$ cat src/design/srt_pkg.sv
package srt_pkg;

  localparam int unsigned TableDepthDef = 64;

  localparam int unsigned ActionW = 2;
  localparam int unsigned YearW   = 14;
  localparam int unsigned WordW   = 64;
  localparam int unsigned TailW   = 40;
  localparam int unsigned PosW    = 7;
  localparam int unsigned StatusW = 2;

  typedef enum logic [ActionW-1:0] {
    ACT_INSERT = 2'd0,
    ACT_DELETE = 2'd1,
    ACT_READ   = 2'd2
  } action_e;

  typedef enum logic [StatusW-1:0] {
    ST_DONE    = 2'd0,
    ST_BAD_POS = 2'd1,
    ST_FULL    = 2'd2
  } status_e;

  // Field order makes a plain unsigned compare of the packed record match
  // year-then-name ordering.
  typedef struct packed {
    logic [YearW-1:0] year;
    logic [WordW-1:0] word_a;
    logic [WordW-1:0] word_b;
    logic [WordW-1:0] word_c;
    logic [TailW-1:0] word_d;
  } record_t;

  typedef struct packed {
    logic cap;    // latch compare result against incoming key
    logic apply;  // commit insert or delete shift
    logic del;    // shift toward head instead of toward tail
  } cell_ctl_t;

endpackage

$ cat src/design/srt_cell.sv
module srt_cell #(
  parameter int unsigned Idx  = 0,
  parameter int unsigned CntW = 7
) (
  input  logic              clk_i,
  input  srt_pkg::cell_ctl_t ctl_i,
  input  srt_pkg::record_t  cmp_key_i,
  input  srt_pkg::record_t  wr_key_i,
  input  logic [CntW-1:0]   count_i,
  input  logic [CntW-1:0]   del_idx_i,
  input  srt_pkg::record_t  prev_rec_i,
  input  logic              prev_gt_i,
  input  srt_pkg::record_t  next_rec_i,
  output srt_pkg::record_t  rec_o,
  output logic              gt_o
);
  import srt_pkg::*;

  localparam logic [CntW-1:0] Pos = CntW'(Idx);

  record_t rec_q, rec_d;
  logic    gt_q, gt_d;
  logic    occupied;

  assign occupied = Pos < count_i;
  assign gt_d     = occupied && (rec_q > cmp_key_i);

  always_comb begin
    if (ctl_i.del) begin
      rec_d = (Pos >= del_idx_i) ? next_rec_i : rec_q;
    end else if (prev_gt_i) begin
      rec_d = prev_rec_i;
    end else if (gt_q || (Pos == count_i)) begin
      // first entry greater than the key, or the first free slot
      rec_d = wr_key_i;
    end else begin
      rec_d = rec_q;
    end
  end

  always_ff @(posedge clk_i) begin
    if (ctl_i.cap) begin
      gt_q <= gt_d;
    end
    if (ctl_i.apply) begin
      rec_q <= rec_d;
    end
  end

  assign rec_o = rec_q;
  assign gt_o  = gt_q;

endmodule

$ cat config.mk
export PLATFORM = sky130hd
export DESIGN_NAME = srt_cell
export DESIGN_NICKNAME = d
export VERILOG_FILES = /design/src/design/srt_pkg.sv /design/src/design/srt_cell.sv
export SDC_FILE = /design/constraint.sdc
export NUM_CORES = 1
export LEC_CHECK = 0
export BUFFER_PORTS_ARGS = -buffer_cell sky130_fd_sc_hd__clkbuf_2
export CAP_MARGIN = 20
export CORE_AREA = 3 3 481 483
export CTS_CLUSTER_DIAMETER = 40
export DETAILED_ROUTE_END_ITERATION = 10
export DIE_AREA = 0 0 484 486
export PLACE_DENSITY = 0.31
export SLEW_MARGIN = 10
export SYNTH_ARGS = -nofsm -noshare
export SYNTH_HDL_FRONTEND = slang
export SYNTH_SLANG_ARGS = --single-unit
$ cat constraint.sdc
create_clock -name clk_i -period 10 [get_ports clk_i]
set_input_delay 0 -clock clk_i [delete_from_list [all_inputs] [get_ports clk_i]]
set_output_delay 0 -clock clk_i [all_outputs]
set_load 0.02 [all_outputs]
==> results of run 1 <==
power by group through the flow:
stage               registers (mW)  logic, mW  clock network, mW
finish                        1.27       1.11               2.72
global route                  1.28       1.23               2.88
CTS                           1.28       1.14               2.83
detailed placement            1.29      0.912                  0
global placement              1.29      0.914                  0
floorplan                     1.34      0.331                  0
critical path, stage by stage (launching register included):
cell,delay (ns)
edfxtp_1,0.53
ha_1,0.37
nand4_1,0.21
nor4_1,0.88
nand4_1,0.38
nor3_2,0.45
nand3_1,0.25
a31oi_1,0.24
a211oi_1,0.09
a211oi_1,0.24
final cells by class:
type	count	area share [%]
timing repair buffer	1812	32.1
multi-input combinational	1375	27.0
sequential	247	20.1
antenna	26	0.176
inverter	250	2.54
tap	3009	10.2
clock inverter	59	1.35
clock buffer	110	6.53
how the worst min path moves through the flow:
stage	endpoint	cells past startpoint
final	rec_o[65]	3
after global placement	rec_o[225]	3
after detailed placement	rec_o[202]	3
after global routing	rec_o[101]	3
after CTS	rec_o[125]	3
after floorplan	gt_o	0
cells in the mapped netlist (9+ instances only):
library cell / n
mux2i_1: 246
a21oi_1: 94
edfxtp_1: 247
buf_2: 23
clkbuf_1: 60
o21ai_0: 269
and4_1: 9
nand4_1: 47
nand2_1: 297
nand3_1: 33
inv_1: 250
nor3_1: 12
a21o_1: 25
nor2_1: 16
ha_1: 246
metal layers:
layer	share of wire, %	vias to the layer above	track usage [%]
li1	-	10800	-
met1	37	10900	16.3
met2	45	1286	24.7
met3	14	382	9.20
met4	3.1	86	4.04
met5	0.31	-	0
state kept, by name, indices dropped and copies added (netlist names):
register,count
gt_o,1
rec_o,246
through the flow:
| step | area, um^2 | setup WS [ns] | hold slack (ns) | utilization [%] | std cells |
|---|---|---|---|---|---|
| 3_3_place_gp | 28500 | 5.93 | 0.283 | 12.6 | 6153 |
| 2_1_floorplan | 18700 | 2.91 | 0.112 | - | 1955 |
| 3_5_place_dp | 28500 | 5.93 | 0.286 | 12.6 | 6153 |
| 4_1_cts | 36800 | 6.00 | 0.00209 | 16.2 | 6858 |
| 5_1_grt | 36900 | 5.95 | 0.00192 | 16.2 | 6875 |
| 6_report | 36900 | 6.18 | 0.0197 | 16.3 | 6888 |
kinds of logic after synthesis:
kind of cell	synth area share (%)
compound gates	12.8
mux	13.2
buf+inv	6.85
flops	39.7
fa+ha+maj	16.5
simple gates	10.9
==> metrics.cfg, run 1 <==
[synthesis]
synth_ff_type=edfxtp_1
yosysTopAreaCellShare_pct=39.7
synth_top_cells_by_area=edfxtp_1, ha_1, mux2i_1
synth_seq_cells=247
yosys_warnings=0
yosysUniqueCellTypes=49
yosys.area.top_type=edfxtp_1
avgSynthCellArea_um2=9.55
synth_enable_flop_cells=247
synth_area_um2=18700
ys_async_sr_fraction_pct=0
ys_seq_area_share_pct=39.7
syn_inst=1955
syn_nets=3204

[power_and_ir_drop]
seq_power_share_pct=24.9
power_mw=5.10
vdd_drop_max_uv=109
p_int_mw=3.59
power_density_nw_per_um2=138
switchingPower_mw=1.52
p_sw_share_pct=29.7
power_leakage_nw=17.7
power_frac_comb_pct=21.7
clkPwrFrac_pct=53.3

[placement]
port-buffer-count=1249
globalplace.congestion=0.934
dp.final_hpwl_mm=164

[setup_path]
rrSetupSlack_ns=6.18
rr_endpoint=gt_o
r2r_cells=9
crit_required_ns=10.51
crit_path_end_kind=register
rr_startpoint=rec_o[159]
critPathMaxFanout=2
startpoint_type=register
startpoint=rec_o[159]
cp_data_arrival_time_ns=4.33
worstSetupEndpoint=gt_o
critPathKind=reg -> reg

[timing]
setup-tns-final_ns=0
clock.fmax_mhz=262
rsz0062_at_grt=no
tightestPinTransition_ns=1.08
hold_viol=0
drv_slew=0
finalClockSkew_ns=0.0460
setup_viol=0
relSlewSlack_pct=27.3
finalCritPeriodShare_pct=38.2
period_minus_slack_ns=3.82

[clocking]
cts_resized=0
post_cts_buffers=0
cts_hold_buf=536
insertion_delay_ns=0.69
htree_levels=3
clkSlewWorstSetupHoldPaths_ns=0.04
cts_max_path_buffers=3
cts_root_buffer=clkbuf_16
cts.sinks=247
cts_buffers=92
cts_tree=done

[outcome]
status=complete, no violations

[global_routing]
grt_antenna_before_repair=174
grt.overflow.total=0
grt_max_degree=98
grt_pass1_wl_mm=234
grt_pass1_vias=24700
track_usage_pct=15.1

[detailed_routing]
vias=23400
finalWirelength_mm=183
drc=0
drt_iter0_drc=1075
via_per_inst=3.39
wl_per_cell_um=26.6
firstDrtPassIters=5
final_antenna_net_count=0

[run]
max_cap_violations=0

[layout]
final_cell_mix=clkbuf_2, dlygate4sd3_1, nand2_1
nFillCells=26000
area_growth_pct=97.8
final_common_cell=clkbuf_2
multi_input_area_um2=9980
drive_above_1_share_pct=36.9
regArea_um2=7420
layout.nets=5027

[min_path]
min-delay-start=prev_rec_i[65]
min_path_type=in -> reg

[floorplan]
io_pins=1250
core_region_area_um2=227000
die_h_um=486
dieWidth_um=484
rows=175
dieArea_um2=235000
start_util_pct=8.21

(Power assumes the default switching activity.)
==> run 2, diff against run 1 <==
Settings changed: CORE_AREA 3 3 481 483 to 3 3 491 493, DIE_AREA 0 0 484 486 to 0 0 494 496.
Clock period 10 ns to 3.05 ns, I/O delays scaled along.
==> metrics.cfg, run 2 (synthesis gave the netlist of run 1 again) <==
[floorplan]
rows=179  ; +2.3%
start_util_pct=7.86  ; -0.35 points
dieWidth_um=494  ; +2.1%
io_pins=1250  ; unchanged
dieArea_um2=245000  ; +4.2%
die_h_um=496  ; +2.1%
core_region_area_um2=237000  ; +4.5%

[detailed_routing]
wl_per_cell_um=26.9  ; +0.94%
via_per_inst=3.33  ; -1.8%
final_antenna_net_count=0  ; unchanged
finalWirelength_mm=191  ; +4.0%
drt_iter0_drc=1367  ; +27%
drc=0  ; unchanged
firstDrtPassIters=5  ; unchanged
vias=23600  ; +1.1%

[placement]
dp.cells=6391  ; +3.9%
port-buffer-count=1249  ; unchanged
pre_cts_slack_ns=-0.969  ; -6.90 ns
dp.final_hpwl_mm=171  ; +4.8%
globalplace.congestion=0.878  ; -6.0%

[setup_path]
critPathKind=reg -> reg
startpoint_type=register
crit_required_ns=3.57  ; -6.94 ns
rrSetupSlack_ns=0.11  ; -6.08 ns
rr_endpoint=gt_o
critPathMaxFanout=2  ; unchanged
crit_path_end_kind=register
rr_startpoint=rec_o[136]
r2r_cells=11  ; +2
cp_data_arrival_time_ns=3.46  ; -0.87 ns

[clocking]
cts_root_buffer=clkbuf_16
htree_levels=3  ; unchanged
cts_max_path_buffers=3  ; unchanged
insertion_delay_ns=0.68  ; about the same
cts.sinks=247  ; unchanged
cts_buffers=90  ; -2.2%
cts_tree=done
clkSlewWorstSetupHoldPaths_ns=0.04  ; about the same

[min_path]
min_path_cells=3  ; unchanged
min-delay-start=wr_key_i[69]
min_path_type=in -> reg
min_to=rec_o[69]

[layout]
stdcell_count=7095  ; +3.0%
final_cell_mix=clkbuf_2, dlygate4sd3_1, nand2_1
largest_reg_flops=246  ; unchanged
area_growth_pct=102
drive_above_1_share_pct=39.0  ; +2.1 points
layout.nets=5078  ; +1.0%
final_common_cell=clkbuf_2

[timing]
hold_viol=0  ; unchanged
relSlewSlack_pct=41.1  ; +14 points
finalClockSkew_ns=0.0336  ; -0.0124 ns
finalCritPeriodShare_pct=96.4  ; +58 points
period_minus_slack_ns=2.94  ; -0.875 ns
fin_ws_ns=0.109  ; -6.08 ns
drv_slew=0  ; unchanged
hold_ws_ns=0.110  ; +0.0903 ns
clock.fmax_mhz=340  ; +30%
rsz0062_at_grt=yes
setup_viol=0  ; unchanged
tightestPinTransition_ns=0.859  ; -0.221 ns

[power_and_ir_drop]
power_density_nw_per_um2=446  ; +220%
power_leakage_nw=18.1  ; +2.2%
vdd_drop_max_uv=423  ; +290%

[global_routing]
grt_pass1_wl_mm=238  ; +1.7%
grt_max_degree=88  ; -10%
track_usage_pct=14.9  ; -0.19 points
grt_antenna_before_repair=194  ; +11%
grt.overflow.total=0  ; unchanged
grt_pass1_vias=24500  ; -0.64%

[run]
max_cap_violations=0  ; unchanged

[outcome]
status=complete, no violations

[run 2: cell count changes in the layout (fill, tap and decap cells not counted), sizes merged]
cell         change
dlygate4sd3     -33
clkbuf           -5
bufinv           +1
clkinvlp         +2
buf             +86
clkinv           -2
[run 2: through the flow]
step / TNS [ns] / utilization, % / area, um^2 / total power [mW]
6_report: 0 / 15.9 / 37700 / 16.8
5_1_grt: -0.00269 / 15.9 / 37600 / 17.7
4_1_cts: 0 / 15.8 / 37500 / 17.2
3_5_place_dp: -0.969 / 12.4 / 29500 / 7.40
3_3_place_gp: -1.01 / 12.4 / 29500 / 7.39
2_1_floorplan: 0 / - / 18700 / 5.46
[run 2: per-layer routing]
metal | share of wire, % | global-route usage [%] | vias to the layer above
met5 | 0.37 | 0 | -
met4 | 2.6 | 3.67 | 106
met3 | 14 | 8.96 | 433
met2 | 45 | 24.2 | 1309
met1 | 38 | 16.5 | 10900
li1 | - | - | 10900
[run 2: power breakdown]
group / total (mW) / internal (mW) / switching [mW]
registers: 4.17 / 4.01 / 0.156
clock network: 8.84 / 5.99 / 2.85
logic: 3.80 / 1.79 / 2.01
total: 16.8 / 11.8 / 5.02
[run 2: how the worst max path moves through the flow]
stage	from	slack [ns]	to	depth (start not counted)
6_report	rec_o[136]	0.11	gt_o	11
5_1_grt	rec_o[136]	-0.003	gt_o	11
2_1_floorplan	count_i[2]	0.008	rec_o[0]	4
3_3_place_gp	rec_o[136]	-1.01	gt_o	10
3_5_place_dp	rec_o[136]	-0.97	gt_o	10
4_1_cts	rec_o[144]	0.0009	gt_o	11
[run 2: cell type report]
type,instances,area [um^2]
Antenna cell,26,65.1
Clock buffer,105,2350
Clock inverter,60,512
Fill cell,27200,200000
Inverter,250,938
Multi-Input combinational cell,1375,10100
Sequential cell,247,7420
Tap cell,3167,3960
Timing Repair Buffer,1865,12300
[run 2: timing repair]
action,4_1_cts,5_1_grt
resized for setup,6,9
hold buffers,506,0
endpoints found under the setup margin,1,1
hold endpoints to repair,293,0
setup buffers,5,2
pin swaps,6,8
[run 2: critical path, stage by stage, from the launching register on]
cell and delay (ns):
edfxtp_1 0.48, ha_4 0.32, nand4_1 0.21, nor4_4 0.47
nand4_1 0.26, buf_6 0.21, nor3_4 0.14, buf_12 0.15
nand3_4 0.08, a31oi_4 0.17, a211oi_2 0.06, a211oi_2 0.22
==> run 3, diff against run 2 <==
Settings changed: PLACE_DENSITY 0.31 to 0.35.
==> metrics.cfg, run 3 (synthesis gave the netlist of run 1 again) <==
[outcome]
status=complete, no violations

[setup_path]
cp_cell_sequence=ha_4 > nand4_1 > nor4_2 > buf_4 > nand4_1 > buf_6 > nor3_4 > buf_6 > nand3_4 > a31oi_4 > a211oi_2 > a211oi_2
crit_required_ns=3.54  ; -0.03 ns
critPathMaxStageDelay_ns=0.43  ; -0.05 ns
rrSetupSlack_ns=0.14  ; +0.03 ns
crit_path_end_kind=register
rr_startpoint=rec_o[141]
critPathKind=reg -> reg
startpoint=rec_o[141]
r2r_cells=12  ; +1
critPathMaxFanout=3  ; +1
startpoint_type=register
rr_endpoint=gt_o
cp_data_arrival_time_ns=3.40  ; -0.06 ns
crit_path_top_delay_cell=edfxtp_1
path_buf_inv=3  ; +1
critical-path-top-delay-family=simple AND/OR/NAND/NOR gates

[clocking]
cts_max_path_buffers=3  ; unchanged
clkSlewWorstSetupHoldPaths_ns=0.04  ; about the same
cts_root_buffer=clkbuf_16
cts_buffers=80  ; -11%
insertion_delay_ns=0.67  ; about the same
htree_levels=3  ; unchanged
cts_tree=done
cts.sinks=247  ; unchanged

[min_path]
min-delay-start=prev_rec_i[122]
min_path_cells=3  ; unchanged
min_to=rec_o[122]
min_path_type=in -> reg

[power_and_ir_drop]
power_frac_comb_pct=23.9  ; +1.3 points
p_int_mw=11.3  ; -4.0%
power_density_nw_per_um2=430  ; -3.6%
seq_power_share_pct=25.6  ; +0.8 points
power_leakage_nw=18.1  ; -0.16%
switchingPower_mw=4.94  ; -1.6%
p_sw_share_pct=30.4  ; +0.52 points
clkPwrFrac_pct=50.5  ; -2.1 points
vdd_drop_max_uv=387  ; -8.6%

[timing]
setup_viol=0  ; unchanged
drv_slew=0  ; unchanged
hold_ws_ns=0.0552  ; -0.0548 ns
finalClockSkew_ns=0.0224  ; -0.0112 ns
tightestPinTransition_ns=1.07  ; +0.215 ns
rsz0062_at_grt=yes
period_minus_slack_ns=2.91  ; -0.0271 ns
hold_viol=0  ; unchanged
clock.fmax_mhz=343  ; +0.93%
fin_ws_ns=0.136  ; +0.0271 ns
finalCritPeriodShare_pct=95.5  ; -0.89 points
relSlewSlack_pct=26.4  ; -15 points

[global_routing]
grt_pass1_wl_mm=246  ; +3.5%
grt.overflow.total=0  ; unchanged
grt_antenna_before_repair=208  ; +7.2%
grt_max_degree=97  ; +10%
track_usage_pct=15.6  ; +0.67 points
grt_pass1_vias=24800  ; +1.1%

[layout]
final_cell_mix=clkbuf_2, dlygate4sd3_1, nand2_1
design_area_um2=37800  ; +0.32%
nFillCells=27200  ; -0.28%
final_common_cell=clkbuf_2
layout.nets=5091  ; +0.26%
largest_reg_flops=246  ; unchanged
area_growth_pct=102
drive_above_1_share_pct=38.9  ; about the same

[detailed_routing]
final_antenna_net_count=0  ; unchanged
via_per_inst=3.36  ; +0.91%
drt_iter0_drc=1466  ; +7.2%
drc=0  ; unchanged
firstDrtPassIters=5  ; unchanged
vias=24000  ; +1.4%
wl_per_cell_um=27.9  ; +3.9%
finalWirelength_mm=199  ; +4.4%

[placement]
port-buffer-count=1249  ; unchanged
pre_cts_slack_ns=-0.544  ; +0.426 ns
placed_area_um2=29500  ; about the same
dp.final_hpwl_mm=181  ; +5.7%
globalplace.congestion=0.928  ; +5.7%

[floorplan]
dieArea_um2=245000  ; unchanged
rows=179  ; unchanged
die_h_um=496  ; unchanged
core_region_area_um2=237000  ; unchanged
dieWidth_um=494  ; unchanged
io_pins=1250  ; unchanged
start_util_pct=7.86  ; unchanged

[run]
max_cap_violations=0  ; unchanged

-- run 3: cell count changes in the layout (fill, tap and decap cells not counted), sizes merged --
cell         delta
clkinvlp        +5
clkinv         -17
inv             +2
clkbuf         -13
buf             +3
bufinv          +1
dlygate4sd3    +20
diode          +30
-- run 3: layer usage --
metal / wire, um / GRT usage [%] / up-vias
met5: 749 / 0 / -
met1: 71000 / 16.1 / 11100
met2: 90100 / 25.1 / 1355
li1: - / - / 10900
met4: 8230 / 6.54 / 112
met3: 28800 / 9.74 / 471
-- run 3: final cells by class --
| class | count | area (um^2) | area share, % |
|---|---|---|---|
| sequential | 247 | 7420 | 19.6 |
| multi-input combinational | 1375 | 10100 | 26.8 |
| inverter | 250 | 938 | 2.48 |
| antenna | 56 | 140 | 0.371 |
| clock buffer | 92 | 2070 | 5.47 |
| tap | 3167 | 3960 | 10.5 |
| clock inverter | 51 | 538 | 1.42 |
| timing repair buffer | 1888 | 12600 | 33.3 |
-- run 3: worst max path at each step --
stage          endpoint  slack (ns)  cells after the start
2_1_floorplan  rec_o[0]       0.008                      4
3_3_place_gp       gt_o       -0.68                      8
3_5_place_dp       gt_o       -0.54                     10
4_1_cts            gt_o       0.003                      9
5_1_grt            gt_o       -0.04                     12
6_report           gt_o        0.14                     12
-- run 3: power by group through the flow --
stage	logic [mW]	clock network (mW)	registers [mW]
2_1_floorplan	1.09	0	4.37
3_3_place_gp	3.21	0	4.21
3_5_place_dp	3.21	0	4.22
4_1_cts	3.95	8.48	4.17
5_1_grt	4.27	8.62	4.18
6_report	3.89	8.20	4.16
-- run 3: through the flow --
stage	utilization, %	setup TNS [ns]	total power [mW]	cells
final	15.9	0	16.2	7126
after detailed placement	12.4	-0.544	7.44	6390
after global routing	15.9	-0.0417	17.1	7103
after floorplan	-	0	5.46	1955
after global placement	12.4	-0.684	7.42	6389
after CTS	15.8	0	16.6	7060
-- run 3: timing repair --
| item | in CTS | in global routing |
|---|---|---|
| hold endpoints to repair | 268 | 1 |
| gates resized for setup | 14 | 13 |
| setup endpoints to repair | 1 | 1 |
| buffers inserted | 2 | 9 |
| hold buffers | 525 | 1 |
| pin swaps | 3 | 11 |
-- run 3: worst min-delay path: stages --
cell	delay, ns
clkbuf_2	0.08
mux2i_1	0.12
o21ai_0	0.25
